## src/rtl/fss_pkg.sv

```systemverilog
// fss_pkg: shared types, state codes, register indexes and reset values for the fan supervisor
`timescale 1ns / 1ps
package fss_pkg;

   localparam int TimeWidthDefault = 48;
   localparam int CsrIndexWidth    = 3;
   localparam int CsrDataWidth     = 32;

   // fan state codes
   localparam logic [2:0] ST_IDLE     = 3'd0;
   localparam logic [2:0] ST_STARTING = 3'd1;
   localparam logic [2:0] ST_RUNNING  = 3'd2;
   localparam logic [2:0] ST_STALL    = 3'd3;
   localparam logic [2:0] ST_CALIB    = 3'd4;

   // register indexes
   localparam logic [CsrIndexWidth-1:0] REG_MIN_FAN_SPEED      = 3'd0;
   localparam logic [CsrIndexWidth-1:0] REG_TEMP_ON_THRESHOLD  = 3'd1;
   localparam logic [CsrIndexWidth-1:0] REG_SPEED_OK_THRESHOLD = 3'd2;
   localparam logic [CsrIndexWidth-1:0] REG_START_TIMEOUT      = 3'd3;
   localparam logic [CsrIndexWidth-1:0] REG_RUN_TIMEOUT        = 3'd4;
   localparam logic [CsrIndexWidth-1:0] REG_CALIB_SPEED        = 3'd5;
   localparam logic [CsrIndexWidth-1:0] REG_CALIB_DURATION     = 3'd6;

   // register reset values
   localparam logic [15:0] RST_MIN_FAN_SPEED      = 16'd0;
   localparam logic [11:0] RST_TEMP_ON_THRESHOLD  = 12'd240;
   localparam logic [15:0] RST_SPEED_OK_THRESHOLD = 16'd300;
   localparam logic [31:0] RST_START_TIMEOUT      = 32'd500000;
   localparam logic [31:0] RST_RUN_TIMEOUT        = 32'd1000000;
   localparam logic [15:0] RST_CALIB_SPEED        = 16'd2500;
   localparam logic [31:0] RST_CALIB_DURATION     = 32'd5000000;

   typedef struct packed {
      logic [15:0] min_fan_speed;
      logic [11:0] temp_on_threshold;
      logic [15:0] speed_ok_threshold;
      logic [31:0] start_timeout;
      logic [31:0] run_timeout;
      logic [15:0] calib_speed;
      logic [31:0] calib_duration;
   } fss_cfg_type;

   typedef struct packed {
      logic [2:0]  fsm_state;
      logic [2:0]  last_reported_state;
      logic        calib_active;
      logic [15:0] applied_target;
      logic        applied_target_valid;
   } fss_ctrl_type;

   typedef struct packed {
      logic [2:0]  fan_state;
      logic [15:0] target_speed;
      logic        target_changed;
      logic        notify_valid;
      logic [2:0]  notify_state;
      logic        calib_accepted;
      logic        calibrating;
   } fss_result_type;

endpackage

```

## src/rtl/fan_stall_supervisor_unit.sv

```systemverilog
// fan_stall_supervisor_unit: top level of the fan stall supervisor
`timescale 1ns / 1ps
// Each request on the req_ channel is one control tick: timestamp, measured
// speed, temperature with valid bits and a calibration request. For every
// request one response leaves on the rsp_ channel with the fan state, the
// commanded target, the target-changed flag, a state notification and the
// calibration status.
// Requests land in an input register; once the response register is free,
// the tick runs through the step logic, updates the supervisor state and
// loads the response register.
// Throughput is one request per cycle: the input register moves on whenever
// the response register is empty or being taken in the same cycle.
// When the receiver stalls, the response is held and one more request waits
// in the input register; req_ready then drops until rsp_ready returns.
// Thresholds and timeouts are written via csr_we/csr_index/csr_wdata, one
// register per cycle; the user must write only with no request in flight (unenforced).
// Reset (synchronous) restores the register defaults, puts the fan in idle
// with no target applied and no calibration running, and empties both stages.
module fan_stall_supervisor_unit
   import fss_pkg::*;
#(
   parameter int TIME_WIDTH = TimeWidthDefault
) (
   input  logic                     clock,
   input  logic                     reset,
   input  logic                     csr_we,
   input  logic [CsrIndexWidth-1:0] csr_index,
   input  logic [CsrDataWidth-1:0]  csr_wdata,
   input  logic                     req_valid,
   output logic                     req_ready,
   input  logic [TIME_WIDTH-1:0]    req_now_time,
   input  logic [15:0]              req_fan_speed,
   input  logic                     req_speed_valid,
   input  logic signed [11:0]       req_temperature,
   input  logic                     req_temp_valid,
   input  logic                     req_calib_request,
   output logic                     rsp_valid,
   input  logic                     rsp_ready,
   output logic [2:0]               rsp_fan_state,
   output logic [15:0]              rsp_target_speed,
   output logic                     rsp_target_changed,
   output logic                     rsp_notify_valid,
   output logic [2:0]               rsp_notify_state,
   output logic                     rsp_calib_accepted,
   output logic                     rsp_calibrating
);

   fss_cfg_type           cfg_ff;

   logic                  in_valid_ff;
   logic [TIME_WIDTH-1:0] in_now_ff;
   logic [15:0]           in_speed_ff;
   logic                  in_speed_valid_ff;
   logic signed [11:0]    in_temp_ff;
   logic                  in_temp_valid_ff;
   logic                  in_calib_req_ff;

   fss_ctrl_type          ctrl_ff;
   fss_ctrl_type          ctrl_in;
   logic [TIME_WIDTH-1:0] entry_time_ff;
   logic [TIME_WIDTH-1:0] entry_time_in;
   logic [TIME_WIDTH-1:0] good_time_ff;
   logic [TIME_WIDTH-1:0] good_time_in;
   logic [TIME_WIDTH-1:0] calib_start_ff;
   logic [TIME_WIDTH-1:0] calib_start_in;

   fss_result_type        result_in;
   fss_result_type        result_ff;
   logic                  rsp_valid_ff;

   logic                  advance;
   logic                  req_take;

   assign advance   = in_valid_ff && (!rsp_valid_ff || rsp_ready);
   assign req_ready = !in_valid_ff || advance;
   assign req_take  = req_valid && req_ready;

   always_ff @(posedge clock) begin
      if (reset) begin
         cfg_ff.min_fan_speed      <= RST_MIN_FAN_SPEED;
         cfg_ff.temp_on_threshold  <= RST_TEMP_ON_THRESHOLD;
         cfg_ff.speed_ok_threshold <= RST_SPEED_OK_THRESHOLD;
         cfg_ff.start_timeout      <= RST_START_TIMEOUT;
         cfg_ff.run_timeout        <= RST_RUN_TIMEOUT;
         cfg_ff.calib_speed        <= RST_CALIB_SPEED;
         cfg_ff.calib_duration     <= RST_CALIB_DURATION;
      end else if (csr_we) begin
         case (csr_index)
            REG_MIN_FAN_SPEED:      cfg_ff.min_fan_speed      <= csr_wdata[15:0];
            REG_TEMP_ON_THRESHOLD:  cfg_ff.temp_on_threshold  <= csr_wdata[11:0];
            REG_SPEED_OK_THRESHOLD: cfg_ff.speed_ok_threshold <= csr_wdata[15:0];
            REG_START_TIMEOUT:      cfg_ff.start_timeout      <= csr_wdata;
            REG_RUN_TIMEOUT:        cfg_ff.run_timeout        <= csr_wdata;
            REG_CALIB_SPEED:        cfg_ff.calib_speed        <= csr_wdata[15:0];
            REG_CALIB_DURATION:     cfg_ff.calib_duration     <= csr_wdata;
            default: ;
         endcase
      end
   end

   // input stage
   always_ff @(posedge clock) begin
      if (reset) begin
         in_valid_ff <= 1'b0;
      end else if (req_ready) begin
         in_valid_ff <= req_valid;
      end
   end

   always_ff @(posedge clock) begin
      if (req_take) begin
         in_now_ff         <= req_now_time;
         in_speed_ff       <= req_fan_speed;
         in_speed_valid_ff <= req_speed_valid;
         in_temp_ff        <= req_temperature;
         in_temp_valid_ff  <= req_temp_valid;
         in_calib_req_ff   <= req_calib_request;
      end
   end

   fss_step #(
      .TIME_WIDTH (TIME_WIDTH)
   ) u_step (
      .now_time         (in_now_ff),
      .fan_speed        (in_speed_ff),
      .speed_valid      (in_speed_valid_ff),
      .temperature      (in_temp_ff),
      .temp_valid       (in_temp_valid_ff),
      .calib_request    (in_calib_req_ff),
      .cfg              (cfg_ff),
      .ctrl             (ctrl_ff),
      .entry_time       (entry_time_ff),
      .good_time        (good_time_ff),
      .calib_start      (calib_start_ff),
      .ctrl_next        (ctrl_in),
      .entry_time_next  (entry_time_in),
      .good_time_next   (good_time_in),
      .calib_start_next (calib_start_in),
      .result           (result_in)
   );

   // supervisor state, updated once per processed request
   always_ff @(posedge clock) begin
      if (reset) begin
         ctrl_ff.fsm_state            <= ST_IDLE;
         ctrl_ff.last_reported_state  <= ST_IDLE;
         ctrl_ff.calib_active         <= 1'b0;
         ctrl_ff.applied_target       <= 16'd0;
         ctrl_ff.applied_target_valid <= 1'b0;
         entry_time_ff                <= '0;
         good_time_ff                 <= '0;
         calib_start_ff               <= '0;
      end else if (advance) begin
         ctrl_ff        <= ctrl_in;
         entry_time_ff  <= entry_time_in;
         good_time_ff   <= good_time_in;
         calib_start_ff <= calib_start_in;
      end
   end

   // response stage
   always_ff @(posedge clock) begin
      if (reset) begin
         rsp_valid_ff <= 1'b0;
      end else if (advance) begin
         rsp_valid_ff <= 1'b1;
      end else if (rsp_ready) begin
         rsp_valid_ff <= 1'b0;
      end
   end

   always_ff @(posedge clock) begin
      if (advance) begin
         result_ff <= result_in;
      end
   end

   assign rsp_valid          = rsp_valid_ff;
   assign rsp_fan_state      = result_ff.fan_state;
   assign rsp_target_speed   = result_ff.target_speed;
   assign rsp_target_changed = result_ff.target_changed;
   assign rsp_notify_valid   = result_ff.notify_valid;
   assign rsp_notify_state   = result_ff.notify_state;
   assign rsp_calib_accepted = result_ff.calib_accepted;
   assign rsp_calibrating    = result_ff.calibrating;

endmodule

```

## src/rtl/fss_step.sv

```systemverilog
// fss_step: next-state and result logic for one control tick
`timescale 1ns / 1ps
module fss_step
   import fss_pkg::*;
#(
   parameter int TIME_WIDTH = TimeWidthDefault
) (
   input  logic [TIME_WIDTH-1:0] now_time,
   input  logic [15:0]           fan_speed,
   input  logic                  speed_valid,
   input  logic signed [11:0]    temperature,
   input  logic                  temp_valid,
   input  logic                  calib_request,
   input  fss_cfg_type           cfg,
   input  fss_ctrl_type          ctrl,
   input  logic [TIME_WIDTH-1:0] entry_time,
   input  logic [TIME_WIDTH-1:0] good_time,
   input  logic [TIME_WIDTH-1:0] calib_start,
   output fss_ctrl_type          ctrl_next,
   output logic [TIME_WIDTH-1:0] entry_time_next,
   output logic [TIME_WIDTH-1:0] good_time_next,
   output logic [TIME_WIDTH-1:0] calib_start_next,
   output fss_result_type        result
);

   logic                  speed_ok;
   logic [15:0]           target;
   logic [2:0]            st;
   logic [2:0]            cur;
   logic [2:0]            rep;
   logic                  act;
   logic                  accepted;
   logic                  nv;
   logic [2:0]            ns;
   logic                  changed;
   logic [15:0]           lt;
   logic                  ltv;
   logic [TIME_WIDTH-1:0] entry;
   logic [TIME_WIDTH-1:0] lgood;
   logic [TIME_WIDTH-1:0] cstart;
   logic [TIME_WIDTH-1:0] calib_elapsed;
   logic                  start_expired;
   logic                  run_expired;

   assign speed_ok = speed_valid && (fan_speed >= cfg.speed_ok_threshold);

   // both timeouts use the state's stored times, never updated ones
   assign start_expired = (now_time - entry_time) >= TIME_WIDTH'(cfg.start_timeout);
   assign run_expired   = (now_time - good_time) >= TIME_WIDTH'(cfg.run_timeout);

   assign accepted      = calib_request && !ctrl.calib_active;
   assign cstart        = accepted ? now_time : calib_start;
   assign calib_elapsed = now_time - cstart;
   assign act = (ctrl.calib_active || accepted) &&
                !(calib_elapsed >= TIME_WIDTH'(cfg.calib_duration));

   always_comb begin
      st      = ctrl.fsm_state;
      cur     = ctrl.fsm_state;
      rep     = ctrl.last_reported_state;
      entry   = entry_time;
      lgood   = good_time;
      lt      = ctrl.applied_target;
      ltv     = ctrl.applied_target_valid;
      nv      = 1'b0;
      ns      = ST_IDLE;
      target  = (temp_valid && (temperature > $signed(cfg.temp_on_threshold)))
                ? cfg.min_fan_speed : 16'd0;

      if (act) begin
         if (cur != ST_CALIB) begin
            st    = ST_CALIB;
            entry = now_time;
            if (rep != ST_CALIB) begin
               rep = ST_CALIB;
               nv  = 1'b1;
               ns  = ST_CALIB;
            end
         end
         target = cfg.calib_speed;
      end else begin
         // phase just ended: fall back to idle, then regulate normally
         if (cur == ST_CALIB) begin
            st    = ST_IDLE;
            entry = now_time;
            cur   = ST_IDLE;
            if (rep != ST_IDLE) begin
               rep = ST_IDLE;
               nv  = 1'b1;
               ns  = ST_IDLE;
            end
         end
         if (target == 16'd0) begin
            if (cur != ST_IDLE) begin
               st    = ST_IDLE;
               entry = now_time;
               if (rep != ST_IDLE) begin
                  rep = ST_IDLE;
                  nv  = 1'b1;
                  ns  = ST_IDLE;
               end
            end
         end else begin
            if (speed_ok) begin
               lgood = now_time;
            end
            case (cur)
               ST_IDLE: begin
                  st    = ST_STARTING;
                  entry = now_time;
               end
               ST_STARTING: begin
                  if (speed_ok) begin
                     st    = ST_RUNNING;
                     entry = now_time;
                     lgood = now_time;
                     if (rep != ST_RUNNING) begin
                        rep = ST_RUNNING;
                        nv  = 1'b1;
                        ns  = ST_RUNNING;
                     end
                  end else if (start_expired) begin
                     st    = ST_STALL;
                     entry = now_time;
                     if (rep != ST_STALL) begin
                        rep = ST_STALL;
                        nv  = 1'b1;
                        ns  = ST_STALL;
                     end
                  end
               end
               ST_RUNNING: begin
                  if (!speed_ok && run_expired) begin
                     st    = ST_STALL;
                     entry = now_time;
                     if (rep != ST_STALL) begin
                        rep = ST_STALL;
                        nv  = 1'b1;
                        ns  = ST_STALL;
                     end
                  end else if (speed_ok && rep != ST_RUNNING) begin
                     rep = ST_RUNNING;
                     nv  = 1'b1;
                     ns  = ST_RUNNING;
                  end
               end
               ST_STALL: begin
                  if (speed_ok) begin
                     st    = ST_RUNNING;
                     entry = now_time;
                     lgood = now_time;
                     if (rep != ST_RUNNING) begin
                        rep = ST_RUNNING;
                        nv  = 1'b1;
                        ns  = ST_RUNNING;
                     end
                  end
               end
               default: begin
                  st    = ST_IDLE;
                  entry = now_time;
               end
            endcase
         end
      end

      changed = !(ltv && (target == lt));
      if (changed) begin
         lt  = target;
         ltv = 1'b1;
      end
   end

   assign ctrl_next.fsm_state            = st;
   assign ctrl_next.last_reported_state  = rep;
   assign ctrl_next.calib_active         = act;
   assign ctrl_next.applied_target       = lt;
   assign ctrl_next.applied_target_valid = ltv;
   assign entry_time_next                = entry;
   assign good_time_next                 = lgood;
   assign calib_start_next               = cstart;

   assign result.fan_state      = st;
   assign result.target_speed   = target;
   assign result.target_changed = changed;
   assign result.notify_valid   = nv;
   assign result.notify_state   = ns;
   assign result.calib_accepted = accepted;
   assign result.calibrating    = act;

endmodule
```

## config.mk

```make
export PLATFORM = sky130hd
export DESIGN_NAME = fan_stall_supervisor_unit
export DESIGN_NICKNAME = d
export VERILOG_FILES = /design/src/rtl/fss_pkg.sv /design/src/rtl/fan_stall_supervisor_unit.sv /design/src/rtl/fss_step.sv
export SDC_FILE = /design/constraint.sdc
export NUM_CORES = 2
export LEC_CHECK = 0
export BUFFER_PORTS_ARGS = -buffer_cell sky130_fd_sc_hd__buf_4
export CAP_MARGIN = 20
export CORE_ASPECT_RATIO = 1.2
export CORE_MARGIN = 5
export CORE_UTILIZATION = 44
export DETAILED_ROUTE_END_ITERATION = 8
export PLACE_DENSITY_LB_ADDON = 0.1
export RECOVER_POWER = 50
export SYNTH_ARGS = -nofsm -noshare
export SYNTH_HDL_FRONTEND = slang
export SYNTH_SLANG_ARGS = --single-unit
```

## constraint.sdc

```tcl
create_clock -name clock -period 13.7 [get_ports clock]
set_input_delay 2.74 -clock clock [delete_from_list [all_inputs] [get_ports clock]]
set_output_delay 2.74 -clock clock [all_outputs]
set_load 0.005 [all_outputs]
```

# After elaboration in Yosys (flattened, before gate mapping)
# Cells that the tools add are included.
# totals
regBits,431
input_bits,119
# op_classes
add_sub_neg,3
magnitude_cmp,5
n_eq_ne,17
mux,74
bitwise,3
reduce_logical,37
# ops
operator,count
two-way mux 48 bit,13
greater-or-equal comparator 48 x 32 -> 1 bit,3
one-hot mux 48 bit (3 select lines),1
subtractor 48 bit,3
two-way mux 3 bit,33
two-way mux 16 bit,2
one-hot mux 3 bit (3 select lines),2
AND reduction 2 bit,9
two-way mux 1 bit,17
equality test 16 bit,1
greater-or-equal comparator 16 bit,1
logical NOT 16 bit,1
equality test 3 x 2 -> 1 bit (second input constant),4
equality test 3 bit (second input constant),4
greater-than comparator 12 bit,1
one-hot mux 3 bit (4 select lines),1
logical AND 1 bit,9
nonzero test 3 bit,3
two-way mux 2 bit,4
equality test 3 x 1 -> 1 bit (second input constant),2
logical NOT 1 bit,6
logical NOT 3 bit,2
!= test 3 x 2 -> 1 bit (second input constant),2
!= test 3 bit (second input constant),2
7 further kinds,13

# Longest topological paths before layout
# logic_depth
depth_word,15
ltp_mapped,35
ltp_nobuf,29

# Hierarchy
# Synthesis repeated with hierarchy kept, for this count alone.
# unflattened
hier_cells,4211
hier_area_um2,33518.4
# modules_own_cells
module,n_inst,cells_each,area_each_um2
fss_step,1,2703,17266.6
fan_stall_supervisor_unit,1,1508,16251.8

# Worst setup path after synthesis
# No wires, ideal clock.
# synth_timing
kind,reg2reg
startpoint,reg in_calib_req_ff
endpoint,reg ctrl_ff[11] (netlist name)
setup_ns,0.066
t_arrival_ns,6.694
required_time_ns,13.634
path_slack_ns,6.940
stages_incl_launch_ff,33
n_path_buf,6
synth_period_minus_slack_ns,6.760
cell_sequence,edfxtp_1 -> nand2b_4 -> buf_6 -> clkbuf_1 -> buf_1 -> mux2i_1 -> ha_1 -> buf_2 -> a21oi_1 -> nand2_1 -> a21o_1 -> o21a_1 -> o21ai_0 -> nand2b_1 -> a21oi_1 -> xnor2_1 -> ha_1 -> a21oi_1 -> o21ai_0 -> a211o_1 -> a2111oi_0 -> o2111ai_1 -> a211oi_1 -> o211ai_1 -> or4_1 -> nand4b_4 -> buf_2 -> mux2i_2 -> a2111oi_4 -> a21o_4 -> buf_12 -> o21ai_2 -> a21oi_2
# synth_via
elab_chain_cells,11
elab_cells_between_ends,12
cone_classes,1 x add/sub; 1 x order compare; 1 x eq/ne; 2 x mux; 1 x bitwise; 6 x reduce/logical
# synth_rtl
element,line_no,source
"start, declared",fan_stall_supervisor_unit.sv:56,logic in_calib_req_ff;
"start signal, assigned",fan_stall_supervisor_unit.sv:117,in_calib_req_ff <= req_calib_request;
logical AND 1 bit *,fss_step.sv:51,assign accepted = calib_request && !ctrl.calib_active;
two-way mux 48 bit,fss_step.sv:52,assign cstart = accepted ? now_time : calib_start;
subtractor 48 bit,fss_step.sv:53,assign calib_elapsed = now_time - cstart;
greater-or-equal comparator 48 x 32 -> 1 bit,fss_step.sv:55,!(calib_elapsed >= TIME_WIDTH'(cfg.calib_duration));
logical NOT 1 bit,fss_step.sv:55,
logical AND 1 bit *,fss_step.sv:54,assign act = (ctrl.calib_active || accepted) &&
two-way mux 16 bit *,fss_step.sv:70,if (act) begin
equality test 16 bit,fss_step.sv:167,changed = !(ltv && (target == lt));
logical AND 1 bit,fss_step.sv:167,
inverter 1 bit (no line),n/a,
AND reduction 2 bit (no line),n/a,
"end signal, assigned",fan_stall_supervisor_unit.sv:154,ctrl_ff <= ctrl_in;
"end, declared",fan_stall_supervisor_unit.sv:58,fss_ctrl_type ctrl_ff;
# Mark *: on every way between the ends. The rest lies on a longest branch, timed or not.
# A chain may end at the register's enable or synchronous reset.

# Worst setup path after layout
# layout_timing
startpoint,in reset
endpoint,reg calib_start_ff[19]
# layout_rtl
element,line_no,source
"start, declared",fan_stall_supervisor_unit.sv:25,"input logic reset,"
"end signal, assigned",fan_stall_supervisor_unit.sv:157,calib_start_ff <= calib_start_in;
"end, declared",fan_stall_supervisor_unit.sv:64,logic [TIME_WIDTH-1:0] calib_start_ff;
# No word-level cell between the ends.

==> Flow_metrics.wiki <==
{| class="wikitable"
! Metric !! Value
|-
| Area of the die || approximately 75000 µm²
|-
| CTS sink count || between 400 and 500
|-
| Ys flop type || dfxtp_1
|-
| Final weighted congestion in routability-driven placement || 0.9537
|-
| TritonCTS clock tree || done
|-
| Synth Net Count || 4150
|-
| Clock skew || 0.03268 ns
|-
| DP Cell Count || approximately 4.6k
|-
| Final critical path time including I/O delays and setup || about 10 ns
|-
| Maximum fanout along the worst path || between 90 and 100
|-
| CTS Buf Count || 50
|-
| Critical path type || in2reg
|-
| Worst setup path startpoint || reset
|-
| Global Route Usage Sum || between 20% and 30%
|-
| Number of inserted diodes || 0
|-
| Total length of routed wires || 103.4 mm
|-
| Kind of launch point of the worst setup path || input pin
|-
| Global-route wire length before repair || between 150 and 200 mm
|-
| Transition time of the tightest slew-check pin || between 4 and 5 ns
|-
| Area of the core region || between 60000 and 70000 µm²
|-
| Dominant cell type by area after synthesis || dfxtp_1
|-
| Sequential Power Share || 38.5%
|-
| Area growth from synthesis to layout || 10.70%
|-
| Post-CTS Setup Inserts || 0
|-
| Share of the clock period used by the worst path || ~72%
|-
| Critical Path End Type || flop
|-
| Fraction of final layout cells with drive strength greater than 1 || 8.133%
|-
| Violations in the final reports || max-capacitance violations, max-slew violations
|-
| Start of the worst register-to-register path || ctrl_ff[17]
|-
| Synthesized area || 30470 µm²
|-
| Number of placement rows || about 110
|-
| Nets@finish || roughly 4.2k
|-
| Setup slack on the worst flop-to-flop path || 3.82 ns
|-
| Cell count of the worst reg-to-reg path || 26
|-
| DR iter-0 viols || ~1.8k
|-
| Minimum setup slack after placement || about 5.5 ns
|-
| Final setup slack of the worst path || around 3.8 ns
|-
| Setup repair after global routing missed its margin || false
|-
| DRC violations left || 0
|-
| Maximum Capacitance Violations || 8
|-
| Endpoint of the most critical setup path || calib_start_ff[19]
|-
| Data arrival time of the worst path || 10.19 ns
|-
| Switching power || about 1.2 mW
|-
| Clock Root Buffer || clkbuf_16
|-
| Vias in the first global route || 26.25k
|-
| Count leader, synth || nand2_1
|-
| Number of gates resized after cts || 0
|-
| Synth unique cells || ~120
|-
| IR drop worst, VDD || between 0.1 and 0.15 mV
|-
| Required time of the critical path || between 10 and 15 ns
|-
| Clk slew on worst S/H paths || ~0.060 ns
|-
| Count of warnings emitted by yosys || 0
|-
| Async set-or-reset flop fraction in the synthesized netlist || 0%
|-
| Count of placed standard cells in the final layout, fillers left out || 4745
|-
| Syn Area/Cell || roughly 8.1 µm²
|-
| Highest clock frequency the design can meet || between 100 and 150 MHz
|-
| Routed wirelength normalized by instance count || roughly 22 µm
|-
| Reg2Reg Capture Point || entry_time_ff[32]
|-
| Largest cells by area after synthesis || dfxtp_1, ha_1, edfxtp_1, nand2_1, a21oi_1
|-
| Initial core utilization || 44.43%
|-
| Hpwl dp || ~80 mm
|-
| Vertical die dimension || just under 300 µm
|-
| Total power consumption of the routed design || 3.632 mW
|-
| Most common library cells after synthesis || nand2_1, a21oi_1, dfxtp_1
|-
| Overflow left after global routing || 0
|-
| Worst min-delay path category || reg2reg
|-
| Antenna violations before repair || 0
|-
| Count of nets left with antenna violations after detail routing || 0
|-
| Static leakage || 12.77 nW
|-
| Final Util || 49.18%
|-
| Clock insertion delay at the later pin of the skew report || roughly 0.62 ns
|-
| Hold Violations, Final || 0
|-
| Result of the run || finished with violations
|-
| Count of flip-flops with a built-in enable after synthesis || approximately 110
|-
| Maximum number of pins on one net before global-route repair || between 90 and 100
|-
| Total number of H-tree levels || 2
|-
| Count of hold buffers inserted by post-cts repair || 0
|-
| Die width || about 250 µm
|-
| Internal cell power || roughly 2.5 mW
|-
| Input/output buffers || about 150
|-
| Number of placed I/O pins || between 100 and 150
|-
| Switching share of power || between 30% and 40%
|-
| Max-slew headroom at the worst pin || -196.8%
|-
| Final number of max-transition violations || between 400 and 500
|-
| Post-Syn Instances || 3769
|-
| Final setup vio count || 0
|-
| Flip-flop and latch count after synthesis || between 400 and 500
|-
| Portion of total power attributed to the clock network || 38.0%
|-
| Fraction of synthesized cell area taken by the top area cell type || a little over a fifth
|-
| Max Buffers Root-to-Sink || 3
|-
| Vias per Instance || about 5.8
|-
| Fraction of the yosys area taken by sequential cells || 31.77%
|-
| Routed vias || 27.46k
|-
| Drt pass-1 iters || 5
|-
| Power per standard cell area || about 110 nW/µm²
|-
| Part of the total power dissipated in combinational logic || 23.4%
|-
| Final sum of negative setup slack || 0 ns
|}
through the flow:
stage          hold slack (ns)  area (µm²)
2_1_floorplan           0.4357       30470
3_3_place_gp            0.4419       32090
3_5_place_dp            0.4461       32090
4_1_cts                 0.4545       33790
5_1_grt                 0.4736       33730
6_report                0.4523       33730
layout make-up:
cell class	instances	area, µm²
fillers	6796	34850
multi-input cells	2846	18880
flip-flops and latches	431	9679
clock inverters	31	315.3
inverters	291	1092
well taps	909	1137
clock buffers	63	1383
repair buffers	174	1242
power groups by stage:
| stage | clock network, mW | logic, mW | registers [mW] |
|---|---|---|---|
| 4_1_cts | 1.41 | 0.846 | 1.40 |
| 5_1_grt | 1.47 | 0.942 | 1.40 |
| 6_report | 1.38 | 0.851 | 1.40 |
| 3_3_place_gp | 0 | 0.844 | 1.43 |
| 3_5_place_dp | 0 | 0.841 | 1.43 |
| 2_1_floorplan | 0 | 0.598 | 1.40 |
worst min path at each step:
stage,startpoint,endpoint,cells after the start
6_report,cfg_ff[56],cfg_ff[56],2
5_1_grt,cfg_ff[31],cfg_ff[31],2
4_1_cts,cfg_ff[76],cfg_ff[76],2
3_5_place_dp,calib_start_ff[36],calib_start_ff[36],2
3_3_place_gp,calib_start_ff[36],calib_start_ff[36],2
2_1_floorplan,calib_start_ff[23],calib_start_ff[23],2
layer usage:
metal  global-route usage (%)  wire length, µm  vias up
li1                         -                -    13618
met1                    33.35            44250    12985
met2                    46.90            50020      685
met3                    3.394             4613      171
met4                    9.709             4556        0
met5                        0                0        -
kinds of logic (layout without fill, tap and decap cells):
kind of cell             count (synthesis)  in the layout  synth area share (%)
XOR/XNOR                               127            127                 3.675
flip-flops                             431            431                 31.77
AND/OR/NAND/NOR                       1198           1198                 18.31
AO/OA/AOI/OAI                         1141           1141                 25.10
adder cells (fa/ha/maj)                263            263                 10.85
multiplexers                           117            117                 3.873
buffers and inverters                  492            559                 6.414
critical path, cell delays in order:
cell	delay (ns)
clkbuf_1	3.03
clkbuf_1	3.01
buf_4	1.13
a211oi_1	0.10
cell usage in the layout (no fill, tap or decap), types with 13 or more instances in the layout:
master / Yosys / routed
xor2_1: 56 / 56
clkbuf_4: 0 / 95
o21a_1: 69 / 69
o21ai_1: 16 / 16
o211ai_1: 55 / 55
nand2b_1: 24 / 24
buf_4: 6 / 59
dfxtp_1: 326 / 326
and3_1: 13 / 13
a21o_1: 146 / 146
a221oi_1: 13 / 13
nand3_1: 49 / 48
a21oi_1: 387 / 386
and4_1: 18 / 18
ha_1: 260 / 260
or3_1: 14 / 14
and2_1: 20 / 19
nor4_1: 26 / 26
a211oi_1: 45 / 45
clkbuf_1: 156 / 26
a31oi_1: 21 / 21
o21bai_1: 28 / 28
nand4_1: 94 / 94
xnor2_1: 70 / 70
nor3_1: 65 / 63
nand2_1: 554 / 554
mux2i_1: 112 / 112
inv_1: 288 / 289
o21ai_0: 146 / 146
edfxtp_1: 105 / 105
o31ai_1: 15 / 15
a22o_1: 36 / 36
clkbuf_16: 0 / 52
nor2_1: 237 / 234
nor2b_1: 18 / 18
Power figures use the tool's default switching activity.
